[src/incremental_pid_controller_core_macros.svh]
// Assertion macros shared by the PID controller RTL.
// Simulation gets concurrent assertions; synthesis sees empty bodies.
`ifndef INCREMENTAL_PID_CONTROLLER_CORE_MACROS_SVH
`define INCREMENTAL_PID_CONTROLLER_CORE_MACROS_SVH
`ifndef SYNTHESIS
// Consequent must hold in the same cycle as the antecedent.
`define PIDC_ASSERT_SAME(label, clk, rst_n, ante, cons) \
	label: assert property (@(posedge clk) disable iff (!rst_n) (ante) |-> (cons)) \
		else $error("pidc: same-cycle check failed");
// Consequent must hold in the cycle after the antecedent.
`define PIDC_ASSERT_NEXT(label, clk, rst_n, ante, cons) \
	label: assert property (@(posedge clk) disable iff (!rst_n) (ante) |=> (cons)) \
		else $error("pidc: next-cycle check failed");
`else
`define PIDC_ASSERT_SAME(label, clk, rst_n, ante, cons)
`define PIDC_ASSERT_NEXT(label, clk, rst_n, ante, cons)
`endif
`endif

[src/pidc_pkg.sv]
// Types and constants for the incremental PID controller.
// No dependencies; used by every module of the block.
package pidc_pkg;

	localparam int DATA_W  = 16;
	localparam int GAIN_W  = 16;
	localparam int ERR_W   = 17;
	localparam int DIFF1_W = 18;
	localparam int DIFF2_W = 19;
	localparam int PROD_W  = 35;
	localparam int SUM_W   = 37;
	localparam int ACC_W   = 32;
	localparam int FRAC_W  = 8;
	localparam int ADDR_W  = 2;

	localparam logic [ADDR_W-1:0] REG_GAIN_P = 2'd0;
	localparam logic [ADDR_W-1:0] REG_GAIN_I = 2'd1;
	localparam logic [ADDR_W-1:0] REG_GAIN_D = 2'd2;

	localparam logic signed [ACC_W-1:0] ACC_MAX = {1'b0, {(ACC_W-1){1'b1}}};
	localparam logic signed [ACC_W-1:0] ACC_MIN = {1'b1, {(ACC_W-1){1'b0}}};

	typedef enum logic {
		OP_COMPUTE = 1'b0,
		OP_CLEAR   = 1'b1
	} op_t;

	typedef struct packed {
		logic signed [GAIN_W-1:0] p;
		logic signed [GAIN_W-1:0] i;
		logic signed [GAIN_W-1:0] d;
	} gains_t;

	typedef struct packed {
		op_t                     op;
		logic signed [ERR_W-1:0] err;
	} err_item_t;

	typedef struct packed {
		op_t                      op;
		logic signed [PROD_W-1:0] term_p;
		logic signed [PROD_W-1:0] term_i;
		logic signed [PROD_W-1:0] term_d;
	} term_item_t;

endpackage

[src/pidc_err_stage.sv]
// Input register of the PID controller: captures a request and forms the error.
// Depends on pidc_pkg.
module pidc_err_stage (
	input  logic                                 clk,
	input  logic                                 arst_n,
	input  logic                                 in_valid,
	output logic                                 in_ready,
	input  logic                                 op,
	input  logic signed [pidc_pkg::DATA_W-1:0]   measured,
	input  logic signed [pidc_pkg::DATA_W-1:0]   target,
	output logic                                 err_valid,
	input  logic                                 err_ready,
	output pidc_pkg::err_item_t                  err_item
);

	logic                valid_s1;
	pidc_pkg::err_item_t item_s1;
	logic                load;

	assign in_ready = !valid_s1 || err_ready;
	assign load     = in_valid && in_ready;

	always_ff @(posedge clk or negedge arst_n) begin
		if (!arst_n) begin
			valid_s1 <= 1'b0;
		end else if (in_ready) begin
			valid_s1 <= in_valid;
		end
	end

	// The difference of two 16-bit values always fits in 17 bits.
	always_ff @(posedge clk) begin
		if (load) begin
			item_s1.op  <= pidc_pkg::op_t'(op);
			item_s1.err <= $signed({target[pidc_pkg::DATA_W-1], target})
				- $signed({measured[pidc_pkg::DATA_W-1], measured});
		end
	end

	assign err_valid = valid_s1;
	assign err_item  = item_s1;

endmodule

[src/pidc_term_stage.sv]
// Product stage: keeps the error history and forms the three gain products.
// Depends on pidc_pkg and the assertion macro header.
`include "incremental_pid_controller_core_macros.svh"
module pidc_term_stage (
	input  logic                clk,
	input  logic                arst_n,
	input  pidc_pkg::gains_t    gains,
	input  logic                err_valid,
	output logic                err_ready,
	input  pidc_pkg::err_item_t err_item,
	output logic                term_valid,
	input  logic                term_ready,
	output pidc_pkg::term_item_t term_item
);

	localparam int EW = pidc_pkg::ERR_W;
	localparam int GW = pidc_pkg::GAIN_W;
	localparam int D1 = pidc_pkg::DIFF1_W;
	localparam int D2 = pidc_pkg::DIFF2_W;
	localparam int PW = pidc_pkg::PROD_W;

	logic                     valid_s2;
	pidc_pkg::term_item_t     item_s2;
	logic signed [EW-1:0]     err_last_q;
	logic signed [EW-1:0]     err_prev_q;
	logic                     load;
	logic signed [D1-1:0]     diff1;
	logic signed [D2-1:0]     diff2;
	logic signed [D2-1:0]     e0_x;
	logic signed [D2-1:0]     e1_x;
	logic signed [D2-1:0]     e2_x;
	logic signed [PW-1:0]     prod_p;
	logic signed [PW-1:0]     prod_i;
	logic signed [PW-1:0]     prod_d;

	assign err_ready = !valid_s2 || term_ready;
	assign load      = err_valid && err_ready;

	always_comb begin
		e0_x  = {{(D2-EW){err_item.err[EW-1]}}, err_item.err};
		e1_x  = {{(D2-EW){err_last_q[EW-1]}}, err_last_q};
		e2_x  = {{(D2-EW){err_prev_q[EW-1]}}, err_prev_q};
		diff1 = e0_x[D1-1:0] - e1_x[D1-1:0];
		diff2 = e0_x - (e1_x <<< 1) + e2_x;
		// Operands are widened to the product width so that each multiply is exact.
		prod_p = $signed({{(PW-GW){gains.p[GW-1]}}, gains.p})
			* $signed({{(PW-D1){diff1[D1-1]}}, diff1});
		prod_i = $signed({{(PW-GW){gains.i[GW-1]}}, gains.i})
			* $signed({{(PW-EW){err_item.err[EW-1]}}, err_item.err});
		prod_d = $signed({{(PW-GW){gains.d[GW-1]}}, gains.d})
			* $signed({{(PW-D2){diff2[D2-1]}}, diff2});
	end

	always_ff @(posedge clk or negedge arst_n) begin
		if (!arst_n) begin
			valid_s2   <= 1'b0;
			err_last_q <= '0;
			err_prev_q <= '0;
		end else begin
			if (err_ready) begin
				valid_s2 <= err_valid;
			end
			if (load) begin
				if (err_item.op == pidc_pkg::OP_CLEAR) begin
					err_last_q <= '0;
					err_prev_q <= '0;
				end else begin
					err_prev_q <= err_last_q;
					err_last_q <= err_item.err;
				end
			end
		end
	end

	always_ff @(posedge clk) begin
		if (load) begin
			item_s2.op     <= err_item.op;
			item_s2.term_p <= prod_p;
			item_s2.term_i <= prod_i;
			item_s2.term_d <= prod_d;
		end
	end

	assign term_valid = valid_s2;
	assign term_item  = item_s2;

	`PIDC_ASSERT_NEXT(a_clear_history, clk, arst_n, load && (err_item.op == pidc_pkg::OP_CLEAR), (err_last_q == '0) && (err_prev_q == '0))
	`PIDC_ASSERT_NEXT(a_history_shift, clk, arst_n, load && (err_item.op == pidc_pkg::OP_COMPUTE), err_prev_q == $past(err_last_q))

endmodule

[src/pidc_acc_stage.sv]
// Result stage: sums the products, scales by 1/256 toward zero and accumulates
// with saturation into the output register. Depends on pidc_pkg and the macro header.
`include "incremental_pid_controller_core_macros.svh"
module pidc_acc_stage (
	input  logic                                clk,
	input  logic                                arst_n,
	input  logic                                term_valid,
	output logic                                term_ready,
	input  pidc_pkg::term_item_t                term_item,
	output logic                                out_valid,
	input  logic                                out_ready,
	output logic signed [pidc_pkg::ACC_W-1:0]   control_out,
	output logic                                saturated
);

	localparam int PW = pidc_pkg::PROD_W;
	localparam int SW = pidc_pkg::SUM_W;
	localparam int AW = pidc_pkg::ACC_W;
	localparam int FW = pidc_pkg::FRAC_W;

	logic                 valid_q;
	logic signed [AW-1:0] acc_q;
	logic signed [AW-1:0] result_q;
	logic                 sat_q;
	logic                 load;
	logic signed [SW-1:0] sum;
	logic signed [SW-1:0] biased;
	logic signed [AW-1:0] delta;
	logic signed [AW:0]   acc_wide;
	logic signed [AW-1:0] acc_next;
	logic                 sat_next;

	assign term_ready = !valid_q || out_ready;
	assign load       = term_valid && term_ready;

	always_comb begin
		sum = $signed({{(SW-PW){term_item.term_p[PW-1]}}, term_item.term_p})
			+ $signed({{(SW-PW){term_item.term_i[PW-1]}}, term_item.term_i})
			+ $signed({{(SW-PW){term_item.term_d[PW-1]}}, term_item.term_d});
		// Adding 255 to a negative sum before the shift makes it truncate toward zero.
		biased = sum + (sum[SW-1] ? SW'((1 << FW) - 1) : SW'(0));
		delta  = {{(AW-(SW-FW)){biased[SW-1]}}, biased[SW-1:FW]};
		acc_wide = $signed({acc_q[AW-1], acc_q}) + $signed({delta[AW-1], delta});
		if (acc_wide[AW] != acc_wide[AW-1]) begin
			sat_next = 1'b1;
			acc_next = acc_wide[AW] ? pidc_pkg::ACC_MIN : pidc_pkg::ACC_MAX;
		end else begin
			sat_next = 1'b0;
			acc_next = acc_wide[AW-1:0];
		end
	end

	always_ff @(posedge clk or negedge arst_n) begin
		if (!arst_n) begin
			valid_q <= 1'b0;
			acc_q   <= '0;
		end else begin
			if (term_ready) begin
				valid_q <= term_valid;
			end
			if (load && (term_item.op == pidc_pkg::OP_COMPUTE)) begin
				acc_q <= acc_next;
			end
		end
	end

	always_ff @(posedge clk) begin
		if (load) begin
			if (term_item.op == pidc_pkg::OP_CLEAR) begin
				result_q <= '0;
				sat_q    <= 1'b0;
			end else begin
				result_q <= acc_next;
				sat_q    <= sat_next;
			end
		end
	end

	assign out_valid   = valid_q;
	assign control_out = result_q;
	assign saturated   = sat_q;

	`PIDC_ASSERT_SAME(a_sat_at_limit, clk, arst_n, out_valid && saturated, (control_out == pidc_pkg::ACC_MAX) || (control_out == pidc_pkg::ACC_MIN))
	`PIDC_ASSERT_NEXT(a_clear_keeps_acc, clk, arst_n, load && (term_item.op == pidc_pkg::OP_CLEAR), (acc_q == $past(acc_q)) && (control_out == '0) && !saturated)
	`PIDC_ASSERT_NEXT(a_result_is_acc, clk, arst_n, load && (term_item.op == pidc_pkg::OP_COMPUTE), control_out == acc_q)

endmodule

[src/incremental_pid_controller_core.sv]
// Top level of the incremental (velocity-form) PID controller core.
// Depends on pidc_pkg, pidc_err_stage, pidc_term_stage and pidc_acc_stage.
//
//   Channel   Handshake              Payload
//   input     in_valid / in_ready    op, measured, target
//   output    out_valid / out_ready  control_out, saturated
//   config    cfg_wr_en              cfg_addr, cfg_wdata (gain_p, gain_i, gain_d)
//
// One request is taken per cycle unless a stall has filled the stages; each passes three registers.
// The accumulator in the result stage is a register fed back through its adder and saturator.
// Reset clears the gains, the error history and the accumulator; the output register is not reset.
// A stalled output holds each stage in turn; ready propagates back through the three stages.
module incremental_pid_controller_core (
	input  logic                                 clk,
	input  logic                                 arst_n,
	input  logic                                 cfg_wr_en,
	input  logic [pidc_pkg::ADDR_W-1:0]          cfg_addr,
	input  logic [pidc_pkg::GAIN_W-1:0]          cfg_wdata,
	input  logic                                 in_valid,
	output logic                                 in_ready,
	input  logic                                 op,
	input  logic signed [pidc_pkg::DATA_W-1:0]   measured,
	input  logic signed [pidc_pkg::DATA_W-1:0]   target,
	output logic                                 out_valid,
	input  logic                                 out_ready,
	output logic signed [pidc_pkg::ACC_W-1:0]    control_out,
	output logic                                 saturated
);

	pidc_pkg::gains_t     gains_q;
	logic                 err_valid;
	logic                 err_ready;
	pidc_pkg::err_item_t  err_item;
	logic                 term_valid;
	logic                 term_ready;
	pidc_pkg::term_item_t term_item;

	always_ff @(posedge clk or negedge arst_n) begin
		if (!arst_n) begin
			gains_q <= '0;
		end else if (cfg_wr_en) begin
			case (cfg_addr)
				pidc_pkg::REG_GAIN_P: gains_q.p <= $signed(cfg_wdata);
				pidc_pkg::REG_GAIN_I: gains_q.i <= $signed(cfg_wdata);
				pidc_pkg::REG_GAIN_D: gains_q.d <= $signed(cfg_wdata);
				default: gains_q <= gains_q;
			endcase
		end
	end

	pidc_err_stage u_err (
		.clk       (clk),
		.arst_n    (arst_n),
		.in_valid  (in_valid),
		.in_ready  (in_ready),
		.op        (op),
		.measured  (measured),
		.target    (target),
		.err_valid (err_valid),
		.err_ready (err_ready),
		.err_item  (err_item)
	);

	pidc_term_stage u_term (
		.clk        (clk),
		.arst_n     (arst_n),
		.gains      (gains_q),
		.err_valid  (err_valid),
		.err_ready  (err_ready),
		.err_item   (err_item),
		.term_valid (term_valid),
		.term_ready (term_ready),
		.term_item  (term_item)
	);

	pidc_acc_stage u_acc (
		.clk         (clk),
		.arst_n      (arst_n),
		.term_valid  (term_valid),
		.term_ready  (term_ready),
		.term_item   (term_item),
		.out_valid   (out_valid),
		.out_ready   (out_ready),
		.control_out (control_out),
		.saturated   (saturated)
	);

endmodule
[config.mk]
export PLATFORM = sky130hd
export DESIGN_NAME = incremental_pid_controller_core
export DESIGN_NICKNAME = d
export VERILOG_FILES = /design/src/pidc_pkg.sv /design/src/pidc_err_stage.sv /design/src/pidc_term_stage.sv /design/src/pidc_acc_stage.sv /design/src/incremental_pid_controller_core.sv
export VERILOG_INCLUDE_DIRS = /design/src /design/src/src
export SDC_FILE = /design/constraint.sdc
export NUM_CORES = 2
export LEC_CHECK = 0
export ABC_AREA = 1
export BUFFER_PORTS_ARGS = -buffer_cell sky130_fd_sc_hd__buf_4
export CAP_MARGIN = 20
export CORE_ASPECT_RATIO = 0.8
export CORE_MARGIN = 2
export CORE_UTILIZATION = 50
export CTS_BUF_LIST = sky130_fd_sc_hd__clkbuf_4 sky130_fd_sc_hd__clkbuf_8
export DETAILED_ROUTE_END_ITERATION = 10
export PLACE_DENSITY = 0.64
export RECOVER_POWER = 25
export SYNTH_ARGS = -nofsm -noshare
export SYNTH_HDL_FRONTEND = slang
export SYNTH_SLANG_ARGS = --single-unit
[constraint.sdc]
create_clock -name clk -period 20.3 [get_ports clk]
set_input_delay 2.03 -clock clk [delete_from_list [all_inputs] [get_ports clk]]
set_output_delay 2.03 -clock clk [all_outputs]
set_load 0.02 [all_outputs]
---- Word-level counts from Yosys, hierarchy flattened ----
Cells that the tools add are included.
operators by class
  $add $sub $neg .......................... 8
  multiply operators ...................... 3
  divide/modulo/power cells ............... 0
  magnitude comparators ................... 0
  equality and inequality tests ........... 3
  shift-type cells ........................ 0
  mux-type cells .......................... 6
  bitwise logic cells ..................... 1
  reduce and logical (&&, ||, !) cells .... 14
operators by type and width
  kind                                            number
  two-way mux 32 bit                              2
  adder 37 x 9 -> 37 bit                          1
  adder 35 x 35 -> 36 bit                         1
  adder 34 x 33 -> 35 bit                         1
  multiplier 16 x 19 -> 35 bit                    1
  multiplier 16 x 18 -> 34 bit                    1
  two-way mux 17 bit                              2
  adder 32 x 29 -> 33 bit                         1
  multiplier 16 x 17 -> 33 bit                    1
  adder 19 x 17 -> 19 bit                         1
  subtractor 17 x 18 -> 19 bit                    1
  subtractor 17 x 17 -> 18 bit                    1
  subtractor 16 x 16 -> 17 bit                    1
  two-way mux 8 bit                               1
  AND reduction 2 bit                             3
  logical AND 1 bit                               4
  zero test 1 bit                                 3
  logical OR 1 bit                                3
  == test 2 x 1 -> 1 bit (second input constant)  1
  == test 2 bit (second input constant)           1
  zero test 2 bit                                 1
  two-way mux 1 bit                               1
  inequality test 1 bit                           1
  inverter 1 bit                                  1
word-level totals
  flip-flop bits (word level) ............. 271
  latch bits .............................. 0
  RAM bits ................................ 0
  memory bits (read-only) ................. 0
  input port bits ......................... 56
  output and inout bits ................... 35
  word-level logic and storage cells ...... 52
  memories kept ........................... 0

---- Logic depth before layout (Yosys ltp) ----
  depth after elaboration ................. 7
  depth in mapped cells ................... 40

---- Modules after synthesis ----
From an unflattened synthesis, not the netlist that was laid out.
unflattened totals
  cells, all modules ...................... 7310
  area, all modules ....................... 55254.2 um2
modules (own cells, without submodules)
  module                           instances  cells an instance  area an instance (um2)  seq. area each (um2)
  pidc_term_stage                  1          5307               41893.9                 3968.8
  pidc_acc_stage                   1          1547               9643.0                  1816.7
  incremental_pid_controller_core  1          214                2044.5                  1201.2
  pidc_err_stage                   1          242                1672.9                  565.5

---- Least setup slack after synthesis ----
No wires, ideal clock.
  kind .................................... register to register
  from .................................... register u_err.item_s1, in the netlist u_err.err_item[16]
  to ...................................... register u_term.item_s2, in the netlist u_term.term_item[31], data pin
  library setup time ...................... 0.264 ns
  arrival time ............................ 7.833 ns
  path slack .............................. 12.203 ns
  cell stages (with the launch flop) ...... 34
  path buffers ............................ 3
  cell sequence ........................... edfxtp_1 > clkbuf_1 > clkbuf_1 > inv_1 > fa_1 > inv_1 > ha_1 > inv_1 > o21bai_1 > a221oi_1 > nand3_1 > or2_2 > nand2_1 > clkbuf_1 > nor2_1 > fa_1 > inv_1 > fa_1 > fa_1 > fa_1 > inv_1 > fa_1 > inv_1 > fa_1 > inv_1 > ha_1 > nand2_1 > nor4_1 > nand3_1 > nand3_1 > nand3_1 > nand2_1 > a31oi_1 > xor2_1
between the ends
  cells in the longest elaborated chain, start to end .. 3
RTL lines
  item                          line                   source
  start, declared               pidc_err_stage.sv:17   pidc_pkg::err_item_t item_s1;
  subtractor 17 x 18 -> 19 bit  pidc_term_stage.sv:44  diff2 = e0_x - (e1_x <<< 1) + e2_x;
  adder 19 x 17 -> 19 bit       pidc_term_stage.sv:44
  multiplier 16 x 19 -> 35 bit  pidc_term_stage.sv:51  * $signed({{(PW-D2){diff2[D2-1]}}, diff2});
  net u_term.prod_d[31]         pidc_term_stage.sv:34  logic signed [PW-1:0] prod_d;
  end, declared                 pidc_term_stage.sv:23  pidc_pkg::term_item_t item_s2;
The timed path passes the listed nets, and every way through them passes these cells.
A chain may end at the register's enable or synchronous reset.

---- Worst setup path in the final report ----
  from .................................... register u_err.item_s1, in the netlist u_err.err_item[7]
  to ...................................... register u_term.item_s2, in the netlist u_term.term_item[30], data pin
The elaborated chain is that of the path after synthesis.

==> key figures <==
Global route
  – Vias in the first global route: between 40000 and 50000
  – Initial antenna violation count: 11
  – First-pass GRT wire length: roughly 240 mm
  – Total GRT Usage: 0.3046
  – GR Overflow Total: 0
  – Pin count of the biggest net entering global routing: 100

Synthesis
  – Mapped Area: 50770 µm²
  – Yosys warning total: 0
  – Post-Syn Instances: 6189
  – Syn Nets: approximately 7500
  – Yosys top cell by area: fa_1
  – Synth cell types: 54
  – Avg Cell Area, Syn: approximately 8 µm²
  – Ys flop type: edfxtp_1
  – #FFs+latches synth: approximately 270
  – Async set or reset register ratio after synthesis: 0.4317
  – Ranking of synthesized cells by area: fa_1, inv_1, nand2_1, ha_1, edfxtp_1
  – Sequential area share after synthesis: 0.1487
  – Yosys top cell area share: 0.3627
  – Number of synthesized flops with an enable pin: 154

Finish
  – Nets: about 7600
  – Filler Cell Count: between 9000 and 10000
  – Layout Cells excl Fill: 7580
  – Final core utilization: 0.5360
  – Layout cells sized above 1: 0.05328
  – Area Growth Syn to Fin: 6.188%

Worst setup path
  – CP Launch Type: flip-flop
  – CP Data Required Time: approximately 21 ns
  – Setup CP Type: flip-flop to flip-flop
  – Reg2Reg Depth: 34
  – Capturing point of the worst reg2reg path: u_term.term_item[30]$_DFFE_PP_
  – CP Capture Type: flip-flop
  – Reg2reg start: u_err.err_item[7]$_DFFE_PP_
  – Termination of the worst setup path: u_term.term_item[30]$_DFFE_PP_
  – Top delay family on crit path: adder cells
  – Stages on the worst setup path: 34
  – CP Max Fanout: 18
  – CP max stage delay: ~0.80 ns
  – Worst EP arrival: between 10 and 15 ns
  – Reg-to-reg slack, setup: around 11 ns
  – CP max-delay cell: edfxtp_1
  – Worst Setup SP: u_err.err_item[7]$_DFFE_PP_
  – Crit path buffers/inverters: 7

Clocking
  – Root buffer cell: clkbuf_8
  – CTS tree: yes
  – # clock sinks: 271
  – CTS H-Tree Depth: 2
  – Post-CTS Resized: 0
  – Total setup buffers inserted after CTS: 0
  – CTS Hold Bufs: 0
  – Total CTS buffers: 50
  – Latest clock arrival within the worst-skew pair: approximately 0.7 ns
  – Clock Path Buffers: 3
  – Clock transition at the registers of the reported paths: ~0.06 ns

STA
  – Fin worst setup slack: 10.68 ns
  – Worst Tran Pin Value: 3.355 ns
  – Final count of pins violating max slew: 129
  – Setup_tns: 0 ns
  – RSZ-0062 raised after global routing: false
  – Peak Freq: between 100 and 150 MHz
  – Min cycle time layout: between 9 and 10 ns
  – Final Hold Viols: 0
  – Rel. slew slack: -1.236
  – Clock skew: 0.04629 ns
  – Setup Viol. Count Final: 0
  – Fin crit share: 0.4740

Routing
  – DRT Wirelength: 153.8 mm
  – Remaining DRCs: 0
  – Wire length per cell: ~20 µm
  – First-pass DRT Iterations: 6
  – Vias/cell: ~5.3
  – Iter 0 DRT Violations: between 4000 and 5000
  – Final ANT Viol Nets: 0
  – Via count: 40171

Place
  – Placed insts: between 7000 and 8000
  – Pre-CTS setup slack: between 10 and 15 ns
  – Final GP Congestion: approximately 0.98
  – Count of buffers from port buffering: 90
  – Hpwl dp: 128.3 mm

Floorplanning
  – Core ar.: a little over 100000 µm²
  – Initial core utilization: 0.5048
  – Row count: 104
  – Die footprint: around 100000 µm²
  – Number of top-level pins: 91
  – Die Y: 289.0 µm
  – Chip Width: 360.3 µm

Hold path
  – Min-delay worst type: flip-flop to flip-flop
  – Min-Delay Startpoint: gains_q[29]$_DFFE_PN0P_

Run
  – Max-cap violations: 3

Run status
  – Failing checks: max-capacitance violations, max-slew violations
  – Status: finished with violations
-- kinds of logic (layout without fill, tap and decap cells) --
group                    Yosys count  after routing  share of synthesized area
AO/OA/AOI/OAI                    525            525                    0.05719
flip-flops                       271            271                     0.1487
buffers and inverters           1706           1767                     0.1265
AND/OR/NAND/NOR                 2181           2181                     0.1752
other                              0              5                          0
XOR/XNOR                         208            208                    0.03647
adder cells (fa/ha/maj)         1298           1298                     0.4559
-- worst register-to-register path: cells and delay by family, from the launching register on --
kind	cells	cell delay, ns
xor+xnor	1	0.14
compound gates	6	1.81
fa+ha+maj	9	4.22
flops	1	0.80
buf+inv	7	0.78
simple gates	11	1.55
-- layer usage --
metal / routed length [µm] / track usage
met5: 54 / 0
met3: 16300 / 0.07304
met2: 64630 / 0.4533
met4: 4465 / 0.08172
met1: 68390 / 0.4462
-- registers in the layout, indices dropped and copies added, names as in the netlist --
name               cells
gains_q               48
u_acc.control_out     32
u_term.err_last_q     17
u_term.term_valid      1
u_err.err_valid        1
u_acc.out_valid        1
u_acc.acc_q           32
u_term.term_item     103
u_term.err_prev_q     17
u_err.err_item        18
u_acc.saturated        1
-- placed cells by master, fill, tap and decap left out, types with 24 or more instances in the layout --
master | Yosys | layout
dfrtp_1 | 117 | 117
inv_1 | 1511 | 1510
clkbuf_8 | 0 | 58
nor2_1 | 425 | 424
xor2_1 | 129 | 129
nand3_1 | 153 | 153
xnor2_1 | 75 | 74
nand2_1 | 1419 | 1419
edfxtp_1 | 154 | 154
a21oi_1 | 239 | 239
fa_1 | 920 | 920
buf_4 | 3 | 126
nand2_2 | 29 | 29
o21ai_0 | 171 | 171
ha_1 | 378 | 378
nor3_1 | 33 | 33
or2_2 | 24 | 24
nand4_1 | 32 | 32
-- final cells by class --
type	instances	area (µm²)	area share
multi-input combinational	4212	36810	0.6827
sequential	271	7552	0.1401
inverter	1531	5752	0.1067
tap	1325	1658	0.03075
timing repair buffer	143	1076	0.01996
clock buffer	71	895.9	0.01662
clock inverter	22	161.4	0.002994
antenna	5	12.51	0.0002321
-- cells in the mapped netlist, types with 3 or more instances --
master / instances
xor2_1: 129
a31o_2: 4
nor2_4: 6
nor2_2: 18
nor3_2: 4
nor4_1: 11
a21oi_2: 4
o211ai_1: 9
ha_1: 378
clkinv_1: 12
buf_4: 3
dfrtp_1: 117
nand3_1: 153
a211oi_1: 5
nand4_1: 32
buf_1: 12
buf_2: 7
and2_1: 3
o21a_1: 7
xnor2_1: 75
or2_1: 3
o21ai_1: 7
o21ai_0: 171
or2_2: 24
nand3_2: 4
edfxtp_1: 154
nor2_1: 425
nor3_1: 33
xor2_2: 4
a31oi_1: 23
inv_1: 1511
a21boi_0: 9
inv_2: 8
o31ai_1: 4
nand2_1: 1419
clkbuf_1: 153
nand2_2: 29
fa_1: 920
a21o_1: 16
a21oi_1: 239
nand3b_1: 12
o21bai_1: 15
-- through the flow --
step                      hold slack [ns]  cell area, µm²
after global placement             0.4671           52820
after global routing               0.5090           53920
after CTS                          0.4899           53880
final                              0.4860           53920
after floorplan                    0.4477           50770
after detailed placement           0.4732           52820
-- how the worst min path moves through the flow --
stage                                  endpoint  slack (ns)  cells after the start
floorplan           u_acc.out_valid$_DFFE_PN0P_        0.45                      2
global placement    u_acc.out_valid$_DFFE_PN0P_        0.47                      2
detailed placement  u_acc.acc_q[26]$_DFFE_PN0P_        0.47                      2
CTS                     gains_q[29]$_DFFE_PN0P_        0.49                      2
global route        u_acc.acc_q[16]$_DFFE_PN0P_        0.51                      2
finish                  gains_q[29]$_DFFE_PN0P_        0.49                      2
Power is not shown: default switching activity piles up to over one toggle a cycle in this logic, so the estimate is an artifact.
